--- config.mk ---
export PLATFORM = sky130hd
export DESIGN_NAME = ddag_fifo
export DESIGN_NICKNAME = d
export VERILOG_FILES = /design/src/rtl/ddag_fifo.sv
export SDC_FILE = /design/constraint.sdc
export NUM_CORES = 1
export LEC_CHECK = 0
export BUFFER_PORTS_ARGS = -buffer_cell sky130_fd_sc_hd__buf_2
export CAP_MARGIN = 20
export CORE_ASPECT_RATIO = 1.5
export CORE_MARGIN = 4
export CORE_UTILIZATION = 30
export CTS_CLUSTER_DIAMETER = 120
export CTS_CLUSTER_SIZE = 40
export DETAILED_ROUTE_END_ITERATION = 8
export HOLD_SLACK_MARGIN = 0.03
export PLACE_DENSITY = 0.5
export SYNTH_ARGS = -nofsm -noshare
export SYNTH_HDL_FRONTEND = slang
export SYNTH_SLANG_ARGS = --single-unit
--- constraint.sdc ---
create_clock -name clk -period 3.1 [get_ports clk]
set_clock_uncertainty 0.1 [all_clocks]
set_input_delay 0.62 -clock clk [delete_from_list [all_inputs] [get_ports clk]]
set_output_delay 0.62 -clock clk [all_outputs]
set_load 0.05 [all_outputs]
--- src/rtl/ddag_fifo.sv ---
// Small register FIFO.
module ddag_fifo #(
  parameter int W = 8,
  parameter int DEPTH = 2
) (
  input  logic         clk,
  input  logic         rst_n,
  input  logic         push,
  input  logic [W-1:0] din,
  output logic         full,
  input  logic         pop,
  output logic [W-1:0] dout,
  output logic         empty
);
  localparam int PW = (DEPTH > 1) ? $clog2(DEPTH) : 1;
  localparam int CW = $clog2(DEPTH + 1);

  logic [W-1:0]  mem_r [DEPTH];
  logic [PW-1:0] wp_r, rp_r;
  logic [CW-1:0] cnt_r;
  logic          do_push, do_pop;

  assign full    = (cnt_r == CW'(DEPTH));
  assign empty   = (cnt_r == '0);
  assign do_push = push && !full;
  assign do_pop  = pop && !empty;
  assign dout    = mem_r[rp_r];

  always_ff @(posedge clk) begin
    if (do_push) mem_r[wp_r] <= din;
  end

  always_ff @(posedge clk) begin
    if (!rst_n) begin
      wp_r  <= '0;
      rp_r  <= '0;
      cnt_r <= '0;
    end else begin
      if (do_push) wp_r <= (wp_r == PW'(DEPTH - 1)) ? '0 : wp_r + 1'b1;
      if (do_pop) rp_r <= (rp_r == PW'(DEPTH - 1)) ? '0 : rp_r + 1'b1;
      if (do_push && !do_pop) cnt_r <= cnt_r + 1'b1;
      else if (do_pop && !do_push) cnt_r <= cnt_r - 1'b1;
    end
  end
endmodule

Word level (Yosys, flattened, before mapping)
Memory sizes are Yosys's and may differ from the RTL's. A register that Yosys moved wholly into a read port is not among the register bits.
Cells that the tools add are included.
Widths: inputs -> output; s select.
- bits in registers: 4
- bits in writable memories: 16
- input bits: 12
- output and inout port bits: 10
- logic and storage cells: 27
- memories kept: 1
- add/subtract/negate cells: 4
- equality and inequality tests: 1
- muxes and demuxes: 8
- reduce and logical (&&, ||, !) cells: 10
- memories (memory ; words ; width ; read ports ; clocked after memory_dff ; wr ports ; RTL line ; text):
    mem_r ; 2 ; 8 ; 1 ; 1 ; 1 ; 18 ; logic [W-1:0] mem_r [DEPTH];
- operators by type and width (kind ; count):
    $mux 1 ; 6
    $logic_and 1x1->1 ; 4
    $logic_not 1->1 ; 4
    $mux 2 ; 2
    $add 1x1->1 const B ; 2
    $add 2x1->2 const B ; 1
    $eq 2x2->1 const B ; 1
    $logic_not 2->1 ; 1
    $reduce_bool 2->1 ; 1
    $sub 2x1->2 const B ; 1

Longest topological paths before layout
Gate-level depths: netlist of run 1.
- depth after elaboration: 7
- gate-level depth with buffers: 7
- gate-level depth less buffers: 7

Worst setup path after synthesis of run 1
No wires, ideal clock.
- path type: reg-to-reg
- start: register cnt_r[0]
- end: register cnt_r[1]
- setup time: 0.070 ns
- arrival: 1.559 ns
- data required time: 2.930 ns
- path slack: 1.371 ns
- stages on the path, launching flop included: 7
- buffers on the path: 0
- period minus slack after synthesis: 1.729 ns
- path through: dfxtp_1 -> nand2b_1 -> inv_2 -> nor2_1 -> ha_1 -> or3_1 -> a21boi_1
- word-level cells in the longest chain between the ends: 6
- elaborated cells on any way between the ends: 15
- classes of those cells: add/sub: 2; eq/ne: 1; mux: 2; reduce/logical: 10
- RTL lines (element ; RTL line ; text):
    from (decl) ; 20 ; logic [CW-1:0] cnt_r;
    from (signal assigned) ; 41 ; if (do_push && !do_pop) cnt_r <= cnt_r + 1'b1;
    from (signal assigned) ; 42 ; else if (do_pop && !do_push) cnt_r <= cnt_r - 1'b1;
    $eq 2x2->1 * ; 23 ; assign full = (cnt_r == CW'(DEPTH));
    via full ; 10 ; output logic full,
    $logic_not 1->1 * ; 25 ; assign do_push = push && !full;
    $logic_and 1x1->1 * ; 25 ;
    $logic_not 1->1 ; 42 ;
    $logic_and 1x1->1 ; 42 ;
    $reduce_bool 2->1 (no line) ; -- ;
Mark *: on every way through the listed nets, which the timed path passes. The rest lies on a longest branch. The select of a mux whose other input is x is not followed.
A chain may end at the register's enable or synchronous reset.

==> reports/metrics.cfg, run 1 <==
[worst_setup_path]
cp_cell_sequence=mux2_2 -> buf_2
cp-end-kind=output port
cp-start-kind=register
crit_type=reg -> out
arrival_ns=1.44
cpPeakStageDelay_ns=0.56
slowest_stage=dfxtp_1
critPathMaxFanout=8
worstReg2RegStart=cnt_r[0]
required_ns=2.38

[routing]
dr.pass1.iters=4
routedLengthMet1_um=479
wl_per_cell_um=11.08
route.met3.wl_um=87
routed_wirelength_mm=1.219
via_per_inst=4.255
wl_met2_um=633
highest_layer=met4
initialDrtViolationCount=12
route.detailed.drc=0
ant_nets=0
vias=468

[layout]
drive_gt1_frac=0.4730
final_common_cell=buf_2
area_delta_synth_final_pct=21.33
layout.cells.non_filler=110
utilization=0.3921
n_fill_cell=254
final_cell_mix=buf_2, edfxtp_1, mux2_2, dfxtp_1
fin_area_um2=982.2
diodes=0
finalNetCount=88

[clock_tree]
cts_tree=built
cts-root-buf=clkbuf_4
clk_path_buf_depth=2
cts_setup_buffers=0
hold_buffers=0
cts_sinks=21
postCtsResizedCells=0
cts.clk_slew.worst_paths_ns=0.11
clk_latency_ns=0.29
cts_buffers=3
cts_htree_levels=1

[synth]
synth_fa_ha_area_frac=0.01546
synth_area_um2=809.5
synth-seq-area-share=0.7172
syn_inst=50
avgSynthCellArea_um2=16.19
synth_nets=63
synth_top_family_by_area=multiplexers
synth.ff_latch_count=21
synthXorXnorAreaFrac=0.03246
synth_simple_gate_area_frac=0.06801
synth_compound_area_frac=0.04019
muxShareOfSynthArea=0.1113
netlist-cell-type-count=20
yosysWarnings=0

[sta]
slew_violations=0
hold_violations=0
period_minus_slack_ns=2.156
post-route-period-util=0.6955
setup_tns_ns=0
rsz0062_at_grt=no
setup_viol=0
max_freq_mhz=463.8
worst_pin_slew_ns=0.6876
relSlewSlack=0.5391

[floorplanning]
core_region_area_um2=2505
top_level_ports=22
die-area_um2=3611
die_w_um=50.42
die_h_um=71.62
rows=22
initial_core_util=0.3232

[global_route]
grt_pass1_vias=472
antenna_found_initial=0
grt_pass1_wl_mm=2.021
globalRouteOverflowTotal=0
grt.total_usage=0.07653
grt_max_degree=13

[placed_design]
dp_hpwl_um=938.1
gp_congestion=0.6295
place_area_um2=954.7
dp_cells=106
place.port_buffers=21

[hold_path]
hp-start=din[4]
hold_path.class=in -> reg

[power]
finalPower_w=0.0008986
power_density_nw_per_um2=914.9
irDropWorstVdd_mv=0.4742
p_leak_nw=0.3817

[run]
cap_violations=0

[run_status]
status=finished, final reports clean

## critical path: cells and delay by family, from the launching register on
family,cells,cell delay [ns]
flip-flops,1,0.56
buffers and inverters,1,0.21
multiplexers,1,0.38
## metal layers
metal  GRT usage  vias up
met3     0.02079        2
li1            -      234
met2      0.1279       16
met5           0        -
met1     0.08190      216
met4     0.05389        0
## cell families after synthesis
| kind of cell | after synthesis |
|---|---|
| AND/OR/NAND/NOR | 9 |
| AO/OA/AOI/OAI | 5 |
| flip-flops | 21 |
| buffers and inverters | 3 |
| multiplexers | 8 |
| adder cells (fa/ha/maj) | 1 |
| XOR/XNOR | 3 |
## synth_stat cells
master | n | area [um^2]
mux2_2 | 8 | 90.09
o21ai_0 | 1 | 5.000
ha_1 | 1 | 12.51
or3_1 | 1 | 6.260
xnor2_1 | 2 | 17.52
edfxtp_1 | 16 | 480.5
inv_2 | 1 | 3.750
nor2_1 | 2 | 7.510
dfxtp_1 | 5 | 100.1
nor3_2 | 1 | 10.01
o21ai_1 | 1 | 5.000
a21boi_0 | 1 | 7.510
a21boi_1 | 1 | 7.510
and3_1 | 1 | 6.260
xor2_1 | 1 | 8.760
and2_1 | 3 | 18.77
buf_2 | 1 | 5.000
o21a_1 | 1 | 7.510
nand2b_1 | 1 | 6.260
inv_1 | 1 | 3.750
## final timing paths
path,to,slack (ns),depth (start not counted)
worst min register to register,cnt_r[1],0.43,2
worst max register to register,cnt_r[1],1.41,6
worst max-delay path,dout[5],0.94,2
worst min-delay path,mem_r[1][4],0.41,1
## layout make-up
cell class                      count  area [um^2]  share of cell area
Multi-Input combinational cell     26        216.5              0.2204
Clock inverter                      1        5.005            0.005096
Sequential cell                    21        580.6              0.5911
Timing Repair Buffer               21        105.1              0.1070
Inverter                            2        7.507            0.007643
Clock buffer                        3        22.52             0.02293
Tap cell                           36        45.04             0.04586
## metrics by stage
| stage | setup slack [ns] | hold slack [ns] |
|---|---|---|
| floorplan | 1.371 | 0.3833 |
| global placement | 1.237 | 0.4111 |
| detailed placement | 1.246 | 0.4236 |
| CTS | 0.9058 | 0.4013 |
| global route | 0.8353 | 0.3865 |
| finish | 0.9439 | 0.4088 |
## sequential cells by signal (all words and copies together) (netlist names), named ones only
register  count
mem_r        16
cnt_r         2
wp_r          1
rp_r          1
## where the power goes
part,leakage (nW),total (W),internal (W),switching (W)
clock,0.0177,0.000125,0.0000479,0.0000767
sequential,0.191,0.000395,0.000359,0.0000361
combinational,0.173,0.000379,0.000122,0.000256
(Power assumes the default switching activity.)
==> run 2, diff against run 1 <==
==> constraint.sdc (replaced) <==
create_clock -name clk -period 2.12 [get_ports clk]
set_clock_uncertainty 0.1 [all_clocks]
set_input_delay 0.424 -clock clk [delete_from_list [all_inputs] [get_ports clk]]
set_output_delay 0.424 -clock clk [all_outputs]
set_load 0.05 [all_outputs]
==> reports/metrics.cfg, run 2 (synthesis results as in run 1) <==
[power]
power_density_nw_per_um2=1329  ; +45%
finalPower_w=0.001314  ; +46%
p_leak_nw=0.3840  ; +0.60%
irDropWorstVdd_mv=0.6362  ; +34%

[clock_tree]
hold_buffers=0  ; unchanged
cts.clk_slew.worst_paths_ns=0.10  ; about the same
cts_setup_buffers=0  ; unchanged
cts_htree_levels=1  ; unchanged
cts_tree=built
clk_latency_ns=0.28  ; about the same
clk_path_buf_depth=2  ; unchanged
cts_buffers=3  ; unchanged
cts-root-buf=clkbuf_4
postCtsResizedCells=0  ; unchanged
cts_sinks=21  ; unchanged

[layout]
finalNetCount=89  ; +1.1%
final_common_cell=buf_2
top_register=mem_r
diodes=0  ; unchanged
area_delta_synth_final_pct=22.10
n_fill_cell=246  ; -3.1%
largest_reg_flops=16  ; unchanged
drive_gt1_frac=0.4667  ; -0.006306
final_cell_mix=buf_2, edfxtp_1, mux2_2, dfxtp_1
fin_area_um2=988.4  ; +0.64%
reg_top3=mem_r x16, cnt_r x2

[routing]
routed_wirelength_mm=1.222  ; +0.25%
dr.pass1.iters=4  ; unchanged
initialDrtViolationCount=7  ; -5
wl_per_cell_um=11.01  ; -0.66%
vias=463  ; -1.1%
ant_nets=0  ; unchanged
route.detailed.drc=0  ; unchanged
via_per_inst=4.171  ; -2.0%

[global_route]
grt.total_usage=0.07557  ; -0.0009573
grt_max_degree=12  ; -1
globalRouteOverflowTotal=0  ; unchanged
grt_pass1_wl_mm=2.083  ; +3.1%
antenna_found_initial=0  ; unchanged
grt_pass1_vias=513  ; +8.7%

[worst_setup_path]
critPathMaxFanout=8  ; unchanged
arrival_ns=1.43  ; about the same
crit_type=reg -> out
cp-end-kind=output port
cp-start-kind=register
required_ns=1.60  ; -0.78 ns
reg2regPathDepth=6  ; unchanged

[sta]
slew_violations=0  ; unchanged
worst_slack_ns=0.1668  ; -0.7771 ns
hold_slack_ns=0.2207  ; -0.1881 ns
period_minus_slack_ns=1.953
relSlewSlack=0.7445  ; +0.2054
max_freq_mhz=512.0
setup_tns_ns=0  ; unchanged
hold_violations=0  ; unchanged
setup_viol=0  ; unchanged
post-route-period-util=0.9213
worst_pin_slew_ns=0.3833  ; -0.3043 ns
rsz0062_at_grt=no

[floorplanning]
rows=22  ; unchanged
die-area_um2=3611  ; unchanged
core_region_area_um2=2505  ; unchanged
top_level_ports=22  ; unchanged
die_w_um=50.42  ; unchanged
initial_core_util=0.3232  ; unchanged
die_h_um=71.62  ; unchanged

[placed_design]
place_ws_ns=0.4315  ; -0.8142 ns
gp_congestion=0.6029  ; -4.2%
dp_hpwl_um=923.9  ; -1.5%
place.port_buffers=21  ; unchanged
place_area_um2=962.2  ; +0.79%

[hold_path]
hold_path.class=in -> reg
whs_path_depth=1  ; unchanged

[run]
cap_violations=0  ; unchanged

[run_status]
status=finished, final reports clean

==> run 2: changes by cell type in the layout (fill, tap and decap cells not counted) <==
cell and change:
clkbuf_1 +1, clkinv_2 -1, buf_4 +1
==> run 2: path summary, 6_finish.rpt <==
kind                       to  startpoint  slack, ns
setup / recovery      dout[5]    register       0.17
hold / removal    mem_r[1][5]      din[5]       0.22
setup reg to reg     cnt_r[1]    cnt_r[0]       0.43
hold reg to reg      cnt_r[1]    cnt_r[1]       0.44
==> run 2: critical path, cell delays in order (launching register included) <==
cell and delay, ns:
dfxtp_1 0.55, mux2_2 0.38, buf_2 0.21
==> run 2: final cells by class <==
| cell class | count | area, um^2 | area share |
|---|---|---|---|
| inverter | 2 | 7.507 | 0.007595 |
| clock buffer | 4 | 26.28 | 0.02658 |
| timing repair buffer | 22 | 112.6 | 0.1139 |
| tap | 36 | 45.04 | 0.04557 |
| multi-input combinational | 26 | 216.5 | 0.2190 |
| sequential | 21 | 580.6 | 0.5873 |
==> run 2: report_power, final <==
part | leakage, nW | switching [W] | internal [W]
Clock | 0.0150 | 0.000103 | 0.0000729
Combinational | 0.178 | 0.000375 | 0.000185
Sequential | 0.191 | 0.0000541 | 0.000525
Total | 0.384 | 0.000531 | 0.000783
==> run 2: layer usage <==
layer  part of all wire  GRT usage
met5                  0          0
met4             0.0098    0.02695
met3              0.067    0.02287
met2               0.50     0.1352
met1               0.42    0.08289
==> run 2: per-stage QoR <==
step | utilization | cells
floorplan | - | 50
global placement | 0.3841 | 107
detailed placement | 0.3841 | 107
CTS | 0.3946 | 111
global route | 0.3946 | 111
finish | 0.3946 | 111
