$ cat src/rtl/ddag_pkg.sv
// Shared types, constants and codes of the grid ray caster.
package ddag_pkg;

  localparam int MAP_SIZE_DEF = 32;
  localparam int DIV_NW = 33;
  localparam int DIV_DW = 34;
  localparam int SIDE_W = 60;
  localparam int DELTA_W = 51;
  localparam logic [DELTA_W-1:0] DELTA_SAT = DELTA_W'(1) << 50;
  localparam logic [23:0] DIST_MAX = 24'hFFFFFF;
  localparam logic [16:0] Q_ONE = 17'h10000;

  localparam logic [20:0] POS_X_RST = 21'd786432;
  localparam logic [20:0] POS_Y_RST = 21'd786432;
  localparam logic [17:0] DIR_X_RST = 18'd65536;
  localparam logic [17:0] DIR_Y_RST = 18'd0;
  localparam logic [17:0] PLANE_X_RST = 18'd0;
  localparam logic [17:0] PLANE_Y_RST = 18'd43254;
  localparam logic [12:0] SCR_W_RST = 13'd640;
  localparam logic [12:0] SCR_H_RST = 13'd480;

  typedef enum logic [2:0] {
    CFG_POS_X, CFG_POS_Y, CFG_DIR_X, CFG_DIR_Y,
    CFG_PLANE_X, CFG_PLANE_Y, CFG_SCR_W, CFG_SCR_H
  } cfg_idx_t;

  typedef struct packed {
    logic        action;
    logic [11:0] column;
    logic [4:0]  cell_x;
    logic [4:0]  cell_y;
    logic [7:0]  cell_code;
  } in_t;

  typedef struct packed {
    logic        hit_side;
    logic [4:0]  hit_x;
    logic [4:0]  hit_y;
    logic [7:0]  wall_code;
    logic [23:0] wall_distance;
    logic [12:0] line_height;
    logic [11:0] line_bottom;
    logic [12:0] line_top;
    logic        escaped;
  } out_t;

  typedef struct packed {
    logic [20:0]        pos_x;
    logic [20:0]        pos_y;
    logic signed [17:0] dir_x;
    logic signed [17:0] dir_y;
    logic signed [17:0] plane_x;
    logic signed [17:0] plane_y;
    logic [12:0]        screen_width;
    logic [12:0]        screen_height;
  } cfg_t;

  typedef struct packed {
    logic        cast;
    logic        wr_ok;
    logic [4:0]  cx;
    logic [4:0]  cy;
    logic [7:0]  code;
    logic [11:0] column;
  } cmd_t;

  typedef struct packed {
    logic              start;
    logic [DIV_NW-1:0] dividend;
    logic [DIV_DW-1:0] divisor;
  } div_req_t;

  typedef struct packed {
    logic              done;
    logic [DIV_NW-1:0] quotient;
  } div_rsp_t;

  typedef enum logic [3:0] {
    ST_CLEAR, ST_IDLE, ST_CAM, ST_MUL, ST_RAY, ST_DXS, ST_DXW, ST_DYW,
    ST_SIDE, ST_WALK, ST_TEST, ST_FIN, ST_LHW, ST_LINE, ST_EMIT
  } back_st_t;

endpackage

$ cat src/rtl/ddag_fifo.sv
// Small register FIFO.
module ddag_fifo #(
  parameter int W = 8,
  parameter int DEPTH = 2
) (
  input  logic         clk,
  input  logic         rst_n,
  input  logic         push,
  input  logic [W-1:0] din,
  output logic         full,
  input  logic         pop,
  output logic [W-1:0] dout,
  output logic         empty
);
  localparam int PW = (DEPTH > 1) ? $clog2(DEPTH) : 1;
  localparam int CW = $clog2(DEPTH + 1);

  logic [W-1:0]  mem_r [DEPTH];
  logic [PW-1:0] wp_r, rp_r;
  logic [CW-1:0] cnt_r;
  logic          do_push, do_pop;

  assign full    = (cnt_r == CW'(DEPTH));
  assign empty   = (cnt_r == '0);
  assign do_push = push && !full;
  assign do_pop  = pop && !empty;
  assign dout    = mem_r[rp_r];

  always_ff @(posedge clk) begin
    if (do_push) mem_r[wp_r] <= din;
  end

  always_ff @(posedge clk) begin
    if (!rst_n) begin
      wp_r  <= '0;
      rp_r  <= '0;
      cnt_r <= '0;
    end else begin
      if (do_push) wp_r <= (wp_r == PW'(DEPTH - 1)) ? '0 : wp_r + 1'b1;
      if (do_pop) rp_r <= (rp_r == PW'(DEPTH - 1)) ? '0 : rp_r + 1'b1;
      if (do_push && !do_pop) cnt_r <= cnt_r + 1'b1;
      else if (do_pop && !do_push) cnt_r <= cnt_r - 1'b1;
    end
  end
endmodule

$ cat src/rtl/ddag_front.sv
// Front end: classifies requests and queues them for the back end.
module ddag_front #(
  parameter int MAP_SIZE = ddag_pkg::MAP_SIZE_DEF
) (
  input  logic           clk,
  input  logic           rst_n,
  input  logic           push,
  input  ddag_pkg::in_t  din,
  output logic           full,
  input  logic           pop,
  output ddag_pkg::cmd_t cmd,
  output logic           empty
);
  import ddag_pkg::*;

  cmd_t cls;

  always_comb begin
    cls.cast   = din.action;
    cls.wr_ok  = !din.action && (9'(din.cell_x) < 9'(MAP_SIZE))
                 && (9'(din.cell_y) < 9'(MAP_SIZE));
    cls.cx     = din.cell_x;
    cls.cy     = din.cell_y;
    cls.code   = din.cell_code;
    cls.column = din.column;
  end

  ddag_fifo #(.W($bits(cmd_t)), .DEPTH(2)) u_q (
    .clk(clk), .rst_n(rst_n), .push(push), .din(cls), .full(full),
    .pop(pop), .dout(cmd), .empty(empty)
  );
endmodule

$ cat config.mk
export PLATFORM = sky130hd
export DESIGN_NAME = ddag_front
export DESIGN_NICKNAME = d
export VERILOG_FILES = /design/src/rtl/ddag_pkg.sv /design/src/rtl/ddag_fifo.sv /design/src/rtl/ddag_front.sv
export SDC_FILE = /design/constraint.sdc
export NUM_CORES = 1
export LEC_CHECK = 0
export ABC_CLOCK_PERIOD_IN_PS = 2900
export BUFFER_PORTS_ARGS = -buffer_cell sky130_fd_sc_hd__buf_2
export CAP_MARGIN = 20
export CORE_MARGIN = 2
export CORE_UTILIZATION = 51
export CTS_BUF_LIST = sky130_fd_sc_hd__clkbuf_8 sky130_fd_sc_hd__clkbuf_16
export CTS_CLUSTER_SIZE = 40
export DETAILED_ROUTE_END_ITERATION = 8
export GPL_TIMING_DRIVEN = 0
export PLACE_DENSITY = 0.78
export SLEW_MARGIN = 5
export SYNTH_ARGS = -nofsm -noshare
export SYNTH_HDL_FRONTEND = slang
export SYNTH_SLANG_ARGS = --single-unit
$ cat constraint.sdc
create_clock -name clk -period 2.9 [get_ports clk]
set_input_delay 0.435 -clock clk [delete_from_list [all_inputs] [get_ports clk]]
set_output_delay 0.435 -clock clk [all_outputs]
set_load 0.05 [all_outputs]
* Word-level counts from Yosys, hierarchy flattened
Memories as Yosys holds them, arrays and structs flattened. A register that Yosys moved wholly into a read port is not among the register bits.
Index checks and enable logic that the tools add are counted.
** Storage, ports and cells
- Bits in registers :: 4
- Bits in writable memories :: 64
- Input port bits :: 35
- Output and inout port bits :: 34
- Logic and storage cells :: 28
- Memories :: 1
** Cells by class
- Add/sub/neg operators :: 4
- Eq/ne operators :: 1
- Muxes and demuxes :: 8
- Reductions and logical operators :: 11
** Memory list
- u_q.mem_r :: depth 2, bits a word 32, rd ports 1, clocked after Yosys merged registers in 1, wr ports 1, line ddag_fifo.sv:18 : logic [W-1:0] mem_r [DEPTH];
** Operator list (count)
- 2-to-1 mux 1 bit :: 6
- zero test 1 bit :: 5
- logical AND 1 bit :: 4
- 2-to-1 mux 2 bit :: 2
- adder 1 bit (second input constant) :: 2
- adder 2 x 1 -> 2 bit (second input constant) :: 1
- equality test 2 bit (second input constant) :: 1
- zero test 2 bit :: 1
- nonzero test 2 bit :: 1
- subtractor 2 x 1 -> 2 bit (second input constant) :: 1

* Depth between registers and ports, before layout
Gate-level depths: netlist of run 1.
- Depth after elaboration :: 7
- Gate-level depth with buffers :: 7
- Depth with buffers taken out :: 7

* Hierarchy
A second synthesis of run 1 with hierarchy kept.
** Unflattened totals
- Cell total of the unflattened synthesis :: 126
- Area, all modules :: 2539.9 µm²
** By module, submodules not included
- ddag_fifo :: instances 1, cells each 125, area an instance 2536.2 µm², seq. area each 2021.9 µm²
- ddag_front :: instances 1, cells each 1, area an instance 3.8 µm², seq. area each 0.0 µm²

* Least setup slack after synthesis of run 1
OpenSTA, ideal clock, no wires.
- Path type :: reg2reg
- Start point :: register u_q.cnt_r[0]
- End point :: memory u_q.mem_r[0][0] (netlist name), enable pin
- Arrival time :: 1996 ps
- Data required time :: 2483 ps
- Path slack :: 487 ps
- Cell stages (with the launch flop) :: 4
- Buffers on the path :: 0
- Path through :: dfxtp_1 > nand2b_1 > inv_2 > nor3_2
** Between the ends
- Cells in the longest elaborated chain, start to end :: 5
** RTL lines
- start: declaration :: line ddag_fifo.sv:20 : logic [CW-1:0] cnt_r;
- start signal: assignment :: line ddag_fifo.sv:41 : if (do_push && !do_pop) cnt_r <= cnt_r + 1'b1;
- start signal: assignment :: line ddag_fifo.sv:42 : else if (do_pop && !do_push) cnt_r <= cnt_r - 1'b1;
- equality test 2 bit :: line ddag_fifo.sv:23 : assign full = (cnt_r == CW'(DEPTH));
- named net full :: line ddag_front.sv:9 : output logic full,
- zero test 1 bit :: line ddag_fifo.sv:25 : assign do_push = push && !full;
- logical AND 1 bit :: line ddag_fifo.sv:25
- 2-to-1 mux 1 bit :: line ddag_fifo.sv:30 : if (do_push) mem_r[wp_r] <= din;
- 2-to-1 mux 1 bit (not written as such) :: line ddag_fifo.sv:30
- end: declaration :: line ddag_fifo.sv:18
The timed path passes the listed nets, and every way through them passes these cells.

==> metrics.cfg, run 1 <==
[status]
outcome = finished clean

[drt]
dr.first_iter.drc_count = 66
vias = 1360
ant_nets = 0
via_per_inst = 4.89
drc = 0
wl_mm = 4.14
wl_per_cell_um = 14.9
drt_first_pass_iters = 4

[setup_path]
crit_path_max_fanout = 10
path_class = reg -> out
endpoint_kind = primary output
reg2reg_depth = 4
crit_required_ns = 2.47
worst-endpoint-arrival_ns = 1.63
startpoint_type = register

[finish]
design_area_sq_um = 3170
final_common_cell = buf_2
diodes = 0
fin_util = 0.668
drive_above_1_share = 0.545
synthToLayoutAreaGrowth_pct = 25.0
nets = 242
final_cell_mix = 72 x buf_2, 64 x edfxtp_1, 27 x mux2_2

[sta]
fin_crit_ns = 2.06
fin_crit_sh = 0.712
clock_skew_ns = 0.00716
finalSetupViolCount = 0
worst_slew_margin_rel = 0.414
worst_slew_pin_slew_ns = 0.876
finalSetupTns_ns = 0
hold_viol = 0
rsz0062_at_grt = no
drv_slew = 0
max_freq_ghz = 0.484
hold_ws_ns = 0.295

[global_routing]
grt_usage = 0.161
grt_max_degree = 33
grt_pass1_wl_mm = 6.19
antenna_found_initial = 0
grt-ovfl-total = 0
grt_pass1_vias = 1420

[power]
peakVddDrop_v = 0.000763
leakage_nw = 1.23
p_per_area_nw_per_um2 = 1010

[cts]
clockRootBuffer = clkbuf_8
ctsHoldBuffers = 0
ctsResizeCount = 0
htree_levels = 3
clock_sink_count = 69
cts_buffers = 9
cts_max_path_buffers = 2
cts_setup_buffers = 0
clk_latency_ns = 0.32
cts.clk_slew.worst_paths_ns = 0.07
cts_tree = yes

[floorplan]
io_pins = 69
dieArea_sq_um = 5560
row_count = 25
coreArea_sq_um = 4750
die_w_um = 74.6
die_h_um = 74.6
start_util = 0.534

[min_path]
min_path_type = in -> reg
min_path_cells = 1

[placement]
dp_hpwl_mm = 2.93
port_buffers = 68
place_area_sq_um = 2990
place_congestion = 0.708

[synth]
ys.flop_type = edfxtp_1
async_flop_share = 0
yosysTopAreaCell = edfxtp_1
synth-edff-count = 64
postSynthAreaPerCell_sq_um = 20.2
synth_top_area_frac = 0.757
ys_ff_latch = 69
syn-cell-area_sq_um = 2540
ys_seq_area_frac = 0.796
yosys.cell_types.count = 21
ys_top_cells_by_area = edfxtp_1 76%, mux2_2 12%, dfxtp_1 3.9%
syn_inst = 126
syn_nets = 162
yosys_warnings = 0

[job]
maxCapViolCount = 0

power by group:
group / switching [mW] / total [mW] / internal [mW] / leakage, nW
clock: 0.307 / 0.714 / 0.407 / 0.111
combinational: 0.864 / 1.21 / 0.344 / 0.482
sequential: 0.0434 / 1.30 / 1.26 / 0.639
total: 1.22 / 3.22 / 2.01 / 1.23
Yosys cell counts, drive strengths merged (2+ instances only):
library cell and count:
xnor2 2, dfxtp 5, edfxtp 64, and2 3, a21boi 2, buf 4, inv 3, o21ai 2
mux2 32, nor2 2
layer usage:
metal,wire (um),global-route usage
met2,2170,0.275
met1,1660,0.174
met3,248,0.0515
met4,56,0.101
met5,0,0
path summary, 6_finish.rpt:
check                     from                to  slack, ns
setup / recovery      register           cmd[31]       0.84
setup reg to reg  u_q.cnt_r[0]  u_q.mem_r[0][10]       0.97
hold reg to reg   u_q.cnt_r[1]      u_q.cnt_r[1]       0.56
hold / removal         din[27]   u_q.mem_r[1][9]       0.29
registers in the layout (all words and copies together), names as in the netlist, named ones only:
signal,flops
u_q.wp_r,1
u_q.mem_r,64
u_q.cnt_r,2
u_q.rp_r,1
through the flow:
stage	setup WS, ns	cells	power [mW]
after floorplan	0.487	126	2.26
after global placement	0.0393	261	2.49
after detailed placement	0.936	262	2.54
after CTS	0.806	278	3.26
after global routing	0.714	278	3.37
final	0.835	278	3.22
cells by family (layout without fill, tap and decap cells):
group	Yosys count	count (layout)	share of synthesized area
compound gates	5	5	0.0128
xor+xnor	3	3	0.0103
fa+ha+maj	1	1	0.00493
buf+inv	7	92	0.0123
flops	69	69	0.796
mux	32	32	0.142
simple gates	9	9	0.0217
critical path, stage by stage, from the launching register on:
cell and delay, ns:
dfxtp_1 0.30, buf_2 0.15, buf_2 0.26, mux2_1 0.37, buf_2 0.22
area by class of cell:
class | count | area, sq um
Buffer | 4 | 20.0
Clock buffer | 10 | 138
Clock inverter | 6 | 50.0
Fill cell | 336 | 1580
Inverter | 3 | 11.3
Multi-Input combinational cell | 50 | 494
Sequential cell | 69 | 2020
Tap cell | 67 | 83.8
Timing Repair Buffer | 69 | 355
Power figures use the tool's default switching activity.
==> inputs of run 2 (changes only) <==
--- a/config.mk
+++ b/config.mk
@@ -5,16 +5,17 @@
 export SDC_FILE = /design/constraint.sdc
 export NUM_CORES = 1
 export LEC_CHECK = 0
-export ABC_CLOCK_PERIOD_IN_PS = 2900
+export ABC_AREA = 1
+export ABC_CLOCK_PERIOD_IN_PS = 1800
 export BUFFER_PORTS_ARGS = -buffer_cell sky130_fd_sc_hd__buf_2
 export CAP_MARGIN = 20
 export CORE_MARGIN = 2
-export CORE_UTILIZATION = 51
+export CORE_UTILIZATION = 47
 export CTS_BUF_LIST = sky130_fd_sc_hd__clkbuf_8 sky130_fd_sc_hd__clkbuf_16
 export CTS_CLUSTER_SIZE = 40
 export DETAILED_ROUTE_END_ITERATION = 8
 export GPL_TIMING_DRIVEN = 0
-export PLACE_DENSITY = 0.78
+export PLACE_DENSITY = 0.75
 export SLEW_MARGIN = 5
 export SYNTH_ARGS = -nofsm -noshare
 export SYNTH_HDL_FRONTEND = slang
==> constraint.sdc (replaced) <==
create_clock -name clk -period 1.8 [get_ports clk]
set_input_delay 0.27 -clock clk [delete_from_list [all_inputs] [get_ports clk]]
set_output_delay 0.27 -clock clk [all_outputs]
set_load 0.05 [all_outputs]
==> metrics.cfg, run 2 <==
[status]
outcome = finished clean

[setup_path]
worst-endpoint-arrival_ns = 1.46  ; -0.17 ns
startpoint_type = register
rrSetupSlack_ns = 0.27  ; -0.70 ns
worstPathCellList = buf_6 > buf_12 > mux2_4 > buf_2
reg2reg_depth = 9  ; +5
endpoint_kind = primary output
crit_required_ns = 1.53  ; -0.94 ns
path_class = reg -> out
max_stage_delay_ns = 0.32  ; -0.05 ns
crit_path_max_fanout = 10  ; unchanged
cp_slowest_cell = dfxtp_1

[sta]
finalSetupViolCount = 0  ; unchanged
fin_crit_sh = 0.962
hold_viol = 0  ; unchanged
clock_skew_ns = 0.00541  ; -0.00175 ns
hold_ws_ns = 0.127  ; -0.168 ns
drv_slew = 0  ; unchanged
worst_slew_margin_rel = 0.637  ; +0.223
finalSetupTns_ns = 0  ; unchanged
max_freq_ghz = 0.577
worst_slew_pin_slew_ns = 0.543  ; -0.333 ns
rsz0062_at_grt = no
fin_crit_ns = 1.73

[cts]
cts_tree = yes
clk_latency_ns = 0.33  ; about the same
clock_sink_count = 69  ; unchanged
cts_max_path_buffers = 2  ; unchanged
ctsResizeCount = 0  ; unchanged
htree_levels = 3  ; unchanged
cts_setup_buffers = 0  ; unchanged
cts_buffers = 9  ; unchanged
clockRootBuffer = clkbuf_8
cts.clk_slew.worst_paths_ns = 0.06  ; about the same
ctsHoldBuffers = 0  ; unchanged

[finish]
nets = 256  ; +5.8%
drive_above_1_share = 0.531  ; -0.0138
largest_register = u_q.mem_r
reg.largest.list = u_q.mem_r: 64 flops, u_q.cnt_r: 2 flops
fillCellCount = 425  ; +26%
diodes = 0  ; unchanged
finalNonFillerCells = 296  ; +6.5%
final_common_cell = buf_2
final_cell_mix = 68 x buf_2, 64 x edfxtp_1, 30 x mux2_4
largest_reg_flops = 64  ; unchanged
synthToLayoutAreaGrowth_pct = 23.9
fin_util = 0.607  ; -0.0606

[synth]
yosys.cell_types.count = 15  ; -29%
ys_top_cells_by_area = edfxtp_1 71%, mux2_4 17%, dfxtp_1 3.7%
ys_ff_latch = 69  ; unchanged
synth-edff-count = 64  ; unchanged
yosys.area_share.simple = 0.0276  ; +0.00597
syn_inst = 139  ; +10%
ys.flop_type = edfxtp_1
yosysTopAreaCell = edfxtp_1
synth_top_area_frac = 0.708  ; -0.0488
ys_seq_area_frac = 0.745  ; -0.0514
synth_top_family_by_area = multiplexers
postSynthAreaPerCell_sq_um = 19.5  ; -3.1%
syn-cell-area_sq_um = 2720  ; +6.9%
yosysMostFrequentCell = edfxtp_1
syn_nets = 175  ; +8.0%
synthMuxAreaShare = 0.174  ; +0.0323
synth-adder-area-share = 0.00461  ; -0.000318
synth_compound_area_frac = 0.00876  ; -0.00405
async_flop_share = 0  ; unchanged
synthXorXnorAreaFrac = 0  ; -0.0103
yosys_warnings = 0  ; unchanged
synth.top_cells.by_count = 64 x edfxtp_1, 30 x mux2_4, 11 x nor2_1

[power]
peakVddDrop_v = 0.00111  ; +45%
p_per_area_nw_per_um2 = 1510  ; +49%
leakage_nw = 1.37  ; +11%

[global_routing]
grt_max_degree = 18  ; -45%
grt-ovfl-total = 0  ; unchanged
grt_usage = 0.137  ; -0.0243
grt_pass1_vias = 1441  ; +1.5%
grt_pass1_wl_mm = 6.27  ; +1.3%
antenna_found_initial = 0  ; unchanged

[floorplan]
die_w_um = 80.0  ; +7.3%
start_util = 0.490  ; -0.0441
io_pins = 69  ; unchanged
dieArea_sq_um = 6400  ; +15%
coreArea_sq_um = 5540  ; +17%
row_count = 27  ; +8.0%
die_h_um = 80.0  ; +7.3%

[min_path]
min_path_type = in -> reg
min_path_cells = 1  ; unchanged

[placement]
port_buffers = 68  ; unchanged
place_congestion = 0.685  ; -3.4%
dp_hpwl_mm = 2.81  ; -4.0%
dpl.cell_count = 281  ; +7.3%

[drt]
wl_per_cell_um = 13.5  ; -9.0%
wl_mm = 4.01  ; -3.1%
drc = 0  ; unchanged
ant_nets = 0  ; unchanged
via_per_inst = 4.78  ; -2.3%
drt_first_pass_iters = 4  ; unchanged
vias = 1415  ; +4.0%
dr.first_iter.drc_count = 33  ; -50%

[job]
maxCapViolCount = 0  ; unchanged

==> run 2: cell count changes in the layout (fill, tap and decap cells not counted), sizes merged, moves of 3 or more <==
cell / delta
inv: +5
nor2: +9
nand2: +6
clkinv: +3
and2: -3
==> run 2: worst max-delay path: cells and delay by family, from the launching register on <==
family / cells / cell delay (ns)
multiplexers: 1 / 0.31
buffers and inverters: 3 / 0.50
flip-flops: 1 / 0.32
==> run 2: kinds of logic (layout without fill, tap and decap cells) <==
family	count (synthesis)	count (layout)
compound gates	4	4
fa+ha+maj	1	1
buf+inv	14	99
flops	69	69
mux	32	32
simple gates	19	19
==> run 2: final timing paths <==
path	start	end
max reg2reg	u_q.cnt_r[1]	u_q.cnt_r[1]
min	din[6]	u_q.mem_r[1][18]
min reg2reg	u_q.rp_r	u_q.rp_r
max	register	cmd[16]
==> run 2: where the power goes <==
part	internal (mW)	leakage, nW	total (mW)	switching (mW)
Clock	0.465	0.0840	0.951	0.486
Combinational	0.695	0.645	2.02	1.32
Sequential	2.03	0.638	2.11	0.0754
==> run 2: area by class of cell <==
class	instances	area (sq um)	share of cell area
buffer	4	71.3	0.0212
clock buffer	9	124	0.0368
clock inverter	6	23.8	0.00707
inverter	10	37.5	0.0112
multi-input combinational	56	599	0.178
sequential	69	2020	0.601
tap	72	90.1	0.0268
timing repair buffer	70	395	0.118
==> run 2: layer usage <==
metal,vias to the layer above,GRT usage,share of wire
met2,56,0.241,0.51
met1,672,0.144,0.40
met4,0,0.0864,0.024
met3,9,0.0373,0.068
li1,678,-,-
met5,-,0,0
==> run 2: per-stage QoR <==
| stage | cell area (sq um) | total power, mW | setup WS (ns) |
|---|---|---|---|
| after floorplan | 2720 | 3.76 | -0.454 |
| after global placement | 3150 | 4.09 | -1.26 |
| after detailed placement | 3220 | 4.18 | 0.250 |
| after CTS | 3360 | 5.14 | 0.0361 |
| after global routing | 3360 | 5.31 | 0.0177 |
| final | 3360 | 5.07 | 0.0677 |
==> inputs of run 3 (changes only) <==
--- a/config.mk
+++ b/config.mk
@@ -5,17 +5,16 @@
 export SDC_FILE = /design/constraint.sdc
 export NUM_CORES = 1
 export LEC_CHECK = 0
-export ABC_AREA = 1
 export ABC_CLOCK_PERIOD_IN_PS = 1800
 export BUFFER_PORTS_ARGS = -buffer_cell sky130_fd_sc_hd__buf_2
 export CAP_MARGIN = 20
 export CORE_MARGIN = 2
-export CORE_UTILIZATION = 47
+export CORE_UTILIZATION = 46
 export CTS_BUF_LIST = sky130_fd_sc_hd__clkbuf_8 sky130_fd_sc_hd__clkbuf_16
 export CTS_CLUSTER_SIZE = 40
 export DETAILED_ROUTE_END_ITERATION = 8
 export GPL_TIMING_DRIVEN = 0
-export PLACE_DENSITY = 0.75
+export PLACE_DENSITY = 0.74
 export SLEW_MARGIN = 5
 export SYNTH_ARGS = -nofsm -noshare
 export SYNTH_HDL_FRONTEND = slang
==> metrics.cfg, run 3 (same netlist as run 1, synthesis figures left out) <==
[status]
outcome = finished clean

[finish]
reg.largest.list = u_q.mem_r: 64 flops, u_q.cnt_r: 2 flops
synthToLayoutAreaGrowth_pct = 32.1
final_cell_mix = 64 x edfxtp_1, 44 x buf_2, 27 x mux2_2
largest_register = u_q.mem_r
fillCellCount = 434  ; +2.1%
diodes = 0  ; unchanged
final_common_cell = edfxtp_1
nets = 243  ; -5.1%
design_area_sq_um = 3360  ; -0.22%
finalNonFillerCells = 284  ; -4.1%
largest_reg_flops = 64  ; unchanged
drive_above_1_share = 0.561  ; +0.0301
fin_util = 0.621  ; +0.0138

[setup_path]
endpoint_kind = primary output
crit_path_max_fanout = 10  ; unchanged
cp_slowest_cell = mux2_2
critPathTopFamily = buffers and inverters
max_stage_delay_ns = 0.33  ; about the same
startpoint_type = register
worstPathCellList = buf_6 > buf_8 > mux2_2 > buf_2
path_class = reg -> out
critPathBufInv = 3  ; unchanged
worst-endpoint-arrival_ns = 1.46  ; about the same
crit_required_ns = 1.53  ; about the same

[cts]
clk_latency_ns = 0.33  ; about the same
clockRootBuffer = clkbuf_8
htree_levels = 3  ; unchanged
clock_sink_count = 69  ; unchanged
cts_buffers = 9  ; unchanged
cts_setup_buffers = 0  ; unchanged
cts.clk_slew.worst_paths_ns = 0.07  ; about the same
cts_max_path_buffers = 2  ; unchanged
ctsHoldBuffers = 0  ; unchanged
cts_tree = yes

[min_path]
min_path_type = in -> reg

[floorplan]
start_util = 0.470  ; -0.0202
die_h_um = 78.3  ; -2.1%
row_count = 27  ; unchanged
dieArea_sq_um = 6130  ; -4.2%
coreArea_sq_um = 5410  ; -2.4%
io_pins = 69  ; unchanged
die_w_um = 78.3  ; -2.1%

[sta]
worst_slew_margin_rel = 0.470  ; -0.167
finalSetupViolCount = 0  ; unchanged
max_freq_ghz = 0.579  ; +0.29%
hold_viol = 0  ; unchanged
drv_slew = 0  ; unchanged
worst_slew_pin_slew_ns = 0.795  ; +0.251 ns
clock_skew_ns = 0.00673  ; +0.00133 ns
rsz0062_at_grt = no
hold_ws_ns = 0.126  ; -0.000640 ns
fin_crit_sh = 0.960  ; -0.00282
fin_crit_ns = 1.73  ; -0.00507 ns

[drt]
wl_mm = 4.22  ; +5.2%
ant_nets = 0  ; unchanged
dr.first_iter.drc_count = 33  ; unchanged
vias = 1356  ; -4.2%
via_per_inst = 4.77  ; -0.12%
wl_per_cell_um = 14.8  ; +9.6%
drc = 0  ; unchanged
drt_first_pass_iters = 4  ; unchanged

[global_routing]
grt_pass1_wl_mm = 6.43  ; +2.5%
antenna_found_initial = 0  ; unchanged
grt_usage = 0.144  ; +0.00702
grt_pass1_vias = 1464  ; +1.6%
grt-ovfl-total = 0  ; unchanged
grt_max_degree = 33  ; +15

[placement]
port_buffers = 68  ; unchanged
place_congestion = 0.677  ; -1.2%
place_area_sq_um = 3050  ; -5.3%
dpl.cell_count = 268  ; -4.6%
dp_hpwl_mm = 2.79  ; -0.66%

[power]
power_mw = 5.59  ; +10%
leakage_nw = 1.28  ; -6.4%
peakVddDrop_v = 0.000938  ; -15%
p_per_area_nw_per_um2 = 1670  ; +10%

[job]
maxCapViolCount = 0  ; unchanged

run 3: routing by layer:
layer / track usage / vias to the layer above / share of wire / wire, um
met5: 0 / - / 0 / 0
met4: 0.0965 / 0 / 0.019 / 81
met3: 0.0425 / 8 / 0.043 / 181
met2: 0.254 / 37 / 0.54 / 2260
met1: 0.147 / 666 / 0.40 / 1690
li1: - / 645 / - / -
run 3: layout make-up:
class	instances	area (sq um)	area share
flip-flops and latches	69	2020	0.603
multi-input cells	50	502	0.150
repair buffers	70	463	0.138
clock buffers	9	124	0.0369
well taps	72	90.1	0.0268
clock inverters	7	81.3	0.0242
plain buffers	4	56.3	0.0168
inverters	3	16.3	0.00485
run 3: final timing paths:
check / startpoint / end / slack, ns / cells after the start
hold / removal: din[3] / u_q.mem_r[0][15] / 0.13 / 1
hold reg to reg: u_q.cnt_r[1] / u_q.cnt_r[1] / 0.55 / 2
setup reg to reg: u_q.cnt_r[0] / u_q.mem_r[1][6] / 0.15 / 2
setup / recovery: register / cmd[15] / 0.07 / 4
run 3: through the flow:
step           setup slack, ns  TNS, ns
3_3_place_gp            -0.437   -26.92
6_report                0.0728        0
2_1_floorplan          -0.0341    -1.09
5_1_grt                0.00329        0
3_5_place_dp             0.124        0
4_1_cts                 0.0109        0
run 3: report_power, final:
group          switching [mW]  total (mW)  leakage [nW]  internal, mW
clock                   0.524        1.28         0.109         0.761
sequential             0.0779        2.10         0.639          2.02
combinational            1.42        2.21         0.531         0.788
run 3: repair_timing:
| action | in CTS | in global routing |
|---|---|---|
| resized for setup | 15 | 39 |
| pin swaps | 0 | 0 |
| endpoints found under the setup margin | 30 | 25 |
run 3: worst register-to-register path: cells and delay by family, from the launching register on:
kind	cells	cell delay, ns
flops	1	0.37
simple gates	2	0.90
